### src/sv/bd2a_pkg.sv
// Shared types and constants for the binary to decimal ASCII formatter.
package bd2a_pkg;

  typedef enum logic [2:0] {
    ST_IDLE,
    ST_CONV,
    ST_SKIP,
    ST_SIGN,
    ST_DIGIT
  } state_t;

  localparam logic [7:0] ASCII_ZERO  = 8'h30;
  localparam logic [7:0] ASCII_MINUS = 8'h2D;

  // Double dabble correction: a BCD digit at or above five gets three added before the shift.
  localparam logic [3:0] BCD_ADJ_LIMIT = 4'd5;
  localparam logic [3:0] BCD_ADJ       = 4'd3;

endpackage

### src/sv/binary_to_decimal_ascii.sv
// Top level: formats a binary word as decimal ASCII text, one character per transaction.
// Flow: an accepted word takes one shift and add-3 pass per input bit in the double dabble
//   unit, then the digits are handed over, suppressed leading zeros are skipped and the sign,
//   if any, comes before the first digit. An output stall holds the current character.
// Input: a new word is taken only in idle, after the last character of the previous word.
// Reset: rst is synchronous, active high; it drops any word in flight and returns to idle.
module binary_to_decimal_ascii #(
  parameter int VALUE_BITS = 32
) (
  input  logic                                clk,
  input  logic                                rst,
  input  logic                                s_axis_tvalid,
  output logic                                s_axis_tready,
  input  logic [((VALUE_BITS+7)/8)*8-1:0]     s_axis_tdata,  // value
  input  logic                                s_axis_tuser,  // is_signed
  output logic                                m_axis_tvalid,
  input  logic                                m_axis_tready,
  output logic [7:0]                          m_axis_tdata,  // character
  output logic                                m_axis_tlast   // last_char
);

  // Decimal digits needed for the largest VALUE_BITS-bit magnitude.
  localparam int NDIG = (VALUE_BITS * 30103) / 100000 + 1;
  localparam int RW   = $clog2(NDIG + 1);

  bd2a_pkg::state_t state, state_next;

  logic                  in_acc;
  logic                  out_acc;
  logic [VALUE_BITS-1:0] raw;
  logic                  in_neg;
  logic [VALUE_BITS-1:0] mag;
  logic                  core_done;
  logic [NDIG*4-1:0]     core_bcd;

  logic                  neg;
  logic [NDIG*4-1:0]     dig;
  logic [RW-1:0]         remain;
  logic [3:0]            top_dig;
  logic                  skip_zero;
  logic                  last_dig;

  assign in_acc  = s_axis_tvalid & s_axis_tready;
  assign out_acc = m_axis_tvalid & m_axis_tready;

  // Take the magnitude; the most negative value wraps to its exact unsigned magnitude.
  assign raw    = s_axis_tdata[VALUE_BITS-1:0];
  assign in_neg = s_axis_tuser & raw[VALUE_BITS-1];
  assign mag    = in_neg ? (~raw + 1'b1) : raw;

  bd2a_dabble #(
    .VALUE_BITS (VALUE_BITS),
    .NDIG       (NDIG)
  ) u_dabble (
    .clk   (clk),
    .rst   (rst),
    .start (in_acc),
    .mag   (mag),
    .done  (core_done),
    .bcd   (core_bcd)
  );

  assign top_dig   = dig[NDIG*4-1 -: 4];
  // Drop leading zeros but always keep the final digit, so zero prints as "0".
  assign skip_zero = (top_dig == 4'd0) && (remain != RW'(1));
  assign last_dig  = (remain == RW'(1));

  // Next state.
  always_comb begin
    state_next = state;
    case (state)
      bd2a_pkg::ST_IDLE: begin
        if (in_acc) state_next = bd2a_pkg::ST_CONV;
      end
      bd2a_pkg::ST_CONV: begin
        if (core_done) state_next = bd2a_pkg::ST_SKIP;
      end
      bd2a_pkg::ST_SKIP: begin
        if (!skip_zero) state_next = neg ? bd2a_pkg::ST_SIGN : bd2a_pkg::ST_DIGIT;
      end
      bd2a_pkg::ST_SIGN: begin
        if (m_axis_tready) state_next = bd2a_pkg::ST_DIGIT;
      end
      bd2a_pkg::ST_DIGIT: begin
        if (m_axis_tready && last_dig) state_next = bd2a_pkg::ST_IDLE;
      end
      default: state_next = bd2a_pkg::ST_IDLE;
    endcase
  end

  // Outputs, all from registered state and digits.
  always_comb begin
    s_axis_tready = 1'b0;
    m_axis_tvalid = 1'b0;
    m_axis_tdata  = bd2a_pkg::ASCII_ZERO + {4'd0, top_dig};
    m_axis_tlast  = 1'b0;
    case (state)
      bd2a_pkg::ST_IDLE: begin
        s_axis_tready = 1'b1;
      end
      bd2a_pkg::ST_SIGN: begin
        m_axis_tvalid = 1'b1;
        m_axis_tdata  = bd2a_pkg::ASCII_MINUS;
      end
      bd2a_pkg::ST_DIGIT: begin
        m_axis_tvalid = 1'b1;
        m_axis_tlast  = last_dig;
      end
      default: begin
        s_axis_tready = 1'b0;
      end
    endcase
  end

  always_ff @(posedge clk) begin
    if (rst) begin
      state <= bd2a_pkg::ST_IDLE;
    end else begin
      state <= state_next;
    end
  end

  // Digit register: load from the dabble unit, then advance one digit per skip or send.
  always_ff @(posedge clk) begin
    if (in_acc) begin
      neg <= in_neg;
    end
    if (state == bd2a_pkg::ST_CONV && core_done) begin
      dig    <= core_bcd;
      remain <= RW'(NDIG);
    end else if ((state == bd2a_pkg::ST_SKIP && skip_zero) ||
                 (state == bd2a_pkg::ST_DIGIT && out_acc)) begin
      dig    <= {dig[NDIG*4-5:0], 4'd0};
      remain <= remain - 1'b1;
    end
  end

endmodule

### src/sv/bd2a_dabble.sv
// Iterative double dabble unit: one shift and add-3 pass per input bit.
module bd2a_dabble #(
  parameter int VALUE_BITS = 32,
  parameter int NDIG       = 10
) (
  input  logic                   clk,
  input  logic                   rst,
  input  logic                   start,
  input  logic [VALUE_BITS-1:0]  mag,
  output logic                   done,
  output logic [NDIG*4-1:0]      bcd
);

  localparam int CW = $clog2(VALUE_BITS);

  logic              busy;
  logic [CW-1:0]     cnt;
  logic [VALUE_BITS-1:0] bin;
  logic [NDIG*4-1:0] bcd_adj;

  // Correct every digit in parallel before the shift.
  always_comb begin
    for (int i = 0; i < NDIG; i++) begin
      if (bcd[4*i +: 4] >= bd2a_pkg::BCD_ADJ_LIMIT) begin
        bcd_adj[4*i +: 4] = bcd[4*i +: 4] + bd2a_pkg::BCD_ADJ;
      end else begin
        bcd_adj[4*i +: 4] = bcd[4*i +: 4];
      end
    end
  end

  always_ff @(posedge clk) begin
    if (rst) begin
      busy <= 1'b0;
      done <= 1'b0;
      cnt  <= '0;
    end else begin
      done <= 1'b0;
      if (start) begin
        busy <= 1'b1;
        cnt  <= '0;
      end else if (busy) begin
        if (cnt == CW'(VALUE_BITS - 1)) begin
          busy <= 1'b0;
          done <= 1'b1;
        end
        cnt <= cnt + 1'b1;
      end
    end
  end

  always_ff @(posedge clk) begin
    if (start) begin
      bin <= mag;
      bcd <= '0;
    end else if (busy) begin
      {bcd, bin} <= {bcd_adj, bin} << 1;
    end
  end

endmodule

### config.mk
export PLATFORM = sky130hd
export DESIGN_NAME = binary_to_decimal_ascii
export DESIGN_NICKNAME = d
export VERILOG_FILES = /design/src/sv/bd2a_pkg.sv /design/src/sv/binary_to_decimal_ascii.sv /design/src/sv/bd2a_dabble.sv
export SDC_FILE = /design/constraint.sdc
export NUM_CORES = 1
export LEC_CHECK = 0
export BUFFER_PORTS_ARGS = -buffer_cell sky130_fd_sc_hd__buf_2
export CAP_MARGIN = 10
export CELL_PAD_IN_SITES_DETAIL_PLACEMENT = 0
export CELL_PAD_IN_SITES_GLOBAL_PLACEMENT = 1
export CORE_UTILIZATION = 43
export DETAILED_ROUTE_END_ITERATION = 7
export PLACE_DENSITY = 0.75
export SLEW_MARGIN = 20
export SYNTH_ARGS = -nofsm -noshare
export SYNTH_HDL_FRONTEND = slang
export SYNTH_HIERARCHICAL = 1
export SYNTH_SLANG_ARGS = --single-unit
### constraint.sdc
create_clock -name clk -period 4.4 [get_ports clk]
set_input_delay 0.88 -clock clk [delete_from_list [all_inputs] [get_ports clk]]
set_output_delay 0.88 -clock clk [all_outputs]
set_load 0.01 [all_outputs]
==> metrics <==
compound-gate portion of the synthesized area=0.147; area grow syn2layout=14.0%; mux cell area share after synthesis=0.0630; largest net degree at the start of global routing=48; Vias=5338; worst reg-to-reg setup slack=2030 ps; r2r endpoint=u_dabble/bin[31]; First-pass DRT Iterations=5; # diodes=0; GP Congestion=0.846; RSZ-0062 raised after global routing=false; Worst EP required=4560 ps; Synth Area per Inst=9.58 µm²; Worst Max-Slew Pin Slew=767 ps; WL/cell=14.5 µm; via/cell ratio=5.37; fin crit period=2960 ps; hold_sp=u_dabble/bcd[39]; largest fanout on the critical path=6; layout cell share with drive strength beyond 1=0.163; Max-Cap Viols=0; Tcrit/Tclk final=0.674; Hold Crit Depth=2; Post-synth top flop=edfxtp_1; Die ar.=16800 µm²; Worst setup EP type=flip-flop; origin of the worst setup path=s_axis_tdata[1]; Max Freq=337 MHz; Initial Util=0.441; IO Count=48; Netlist cell types=62; CTS max path bufs=2; worst min path class=reg -> reg; fraction of the mapped netlist area in simple logic gates=0.185; chip width=130 µm; EDFF count, synth=73; Global Route Usage Sum=0.185; hold buffer count at CTS=0; Synth top area share=0.313; Synth Warn #=6; # resized after CTS=0; total wire length=14.4 mm; # DRC=0; H-tree depth=4; status=completed; first-pass GRT wire length=24.4 mm; Synth area leader=edfxtp_1; post-route ant nets=0; P per Cell Area=440 nW/µm²; Worst setup SP type=input port; worst vdd ir=0.285 mV; register bit total from synthesis=127; drt initial violations=307; fin. max-slew vios=0; Power Total=3.52 mW; Post-CTS Setup Repair Bufs=0; Worst-Skew Late Latency=410 ps; Setup Skew=6.80 ps; sequential cell area fraction in the yosys report=0.467; largest family of logic cells by synthesized area=simple AND/OR/NAND/NOR gates; post-DP HPWL=9.50 mm; global route overflow=0; Cells after Synth=732; Clock transition at path regs=50 ps; crit path DAT=3120 ps; Die Y=130 µm; CTS tree=done; Min-Delay Endpoint=u_dabble/bcd[39]; setup_tns=0 ps; FP Rows=46; number of global-route vias before repair=5304; Synth Area in Adders=0.0446; P_leak=2.96 nW; mapped cell area=7010 µm²; antenna violations before repair=0; core area=15900 µm²; Clock Tree Root=clkbuf_16; nets=827; Synth area leaders=edfxtp_1 31%, dfxtp_1 15%, nand2_1 7.6%, mux2_2 5.0%, ha_1 4.5%; Crit Path Class=in -> reg; RR Startpoint=state[0]; TritonCTS Buffers=17; filler cell count=1495; Hold Violations, Final=0; xor/xnor share of the synthesized area=0.0412; final setup violation count=0; Async SR Flop Fraction=0; IO buf count=44; relative max-transition margin=0.489; Clock Sinks=127; R2R cell count=4
[worst max-delay path by stage]
stage / to / depth (start not counted)
after floorplan: dig[0] / 3
after global placement: u_dabble/bin[30] / 8
after detailed placement: u_dabble/bin[30] / 8
after CTS: u_dabble/bin[30] / 8
after global routing: u_dabble/bin[30] / 8
final: u_dabble/bin[30] / 8
[layout make-up]
cell class                      count  area, µm²  area share
Tap cell                          216        270      0.0338
Sequential cell                   127       3270       0.409
Inverter                           45        169      0.0211
Clock buffer                       25        475      0.0595
Clock inverter                      7        133      0.0166
Timing Repair Buffer               51        273      0.0341
Multi-Input combinational cell    523       3400       0.425
[per-stage QoR]
| step | hold slack (ps) | area (µm²) | utilization | setup WS, ps | instances |
|---|---|---|---|---|---|
| 2_1_floorplan | 445 | 7020 | - | 1030 | 733 |
| 3_3_place_gp | 459 | 7390 | 0.465 | 1080 | 962 |
| 3_5_place_dp | 469 | 7390 | 0.465 | 1020 | 962 |
| 4_1_cts | 479 | 8000 | 0.503 | 1470 | 994 |
| 5_1_grt | 497 | 8000 | 0.503 | 1340 | 994 |
| 6_report | 474 | 8000 | 0.503 | 1440 | 994 |
[synth_stat cells, types with 7 or more instances]
cell / number
inv_1: 45
nand4_1: 9
o21ai_0: 24
and2_1: 8
o22ai_1: 9
buf_2: 14
a311oi_2: 7
nor2_1: 37
ha_1: 25
or3_1: 10
o31ai_1: 11
a21oi_1: 32
mux2_2: 31
nor3_1: 11
nand2b_1: 8
clkbuf_1: 17
xnor2_1: 22
nand2_1: 142
nand3_1: 13
o32ai_1: 9
dfxtp_1: 54
o21ai_1: 16
xor2_1: 11
o22a_1: 8
edfxtp_1: 73
mux2i_1: 7
[worst max-delay path: stages]
cell and delay, ps:
buf_2 110, inv_1 60, ha_1 160, or3b_2 520, or4b_4 630, o41ai_2 360
xnor2_1 110, mux2_1 290
[routing by layer]
| metal | wire, µm | track usage | vias to the layer above |
|---|---|---|---|
| met5 | 0 | 0 | - |
| li1 | - | - | 2676 |
| met4 | 149 | 0.0657 | 0 |
| met3 | 537 | 0.0513 | 14 |
| met2 | 7230 | 0.324 | 96 |
| met1 | 6460 | 0.218 | 2552 |
[cell families after synthesis]
group                      count (synthesis)
adders and majority gates                 25
other                                      2
DFF                                      127
muxes                                     40
and+or+nand+nor                          275
buffers and inverters                     83
xor gates and xnor gates                  33
AOI/OAI and AO/OA                        147
[where the power goes]
group / switching (mW) / internal (mW) / total, mW
sequential: 0.129 / 1.40 / 1.53
clock: 0.481 / 0.974 / 1.46
combinational: 0.293 / 0.243 / 0.536
total: 0.903 / 2.62 / 3.52
[flip-flops by register name, summed over array words and instances, names as in the netlist]
name and count:
u_dabble/bcd 40, neg 1, u_dabble/done 1, remain 4, u_dabble/bin 32, dig 40
u_dabble/cnt 5, state 3, u_dabble/busy 1
[placed cells by master (no fill, tap or decap), types with 17 or more instances in the layout]
cell / netlist / layout
nand2_1: 142 / 142
o21ai_0: 24 / 23
nor2_1: 37 / 37
buf_2: 14 / 44
ha_1: 25 / 25
inv_1: 45 / 45
edfxtp_1: 73 / 73
a21oi_1: 32 / 32
xnor2_1: 22 / 22
clkbuf_16: 0 / 17
mux2_2: 31 / 31
dfxtp_1: 54 / 53
(Power assumes the default switching activity.)
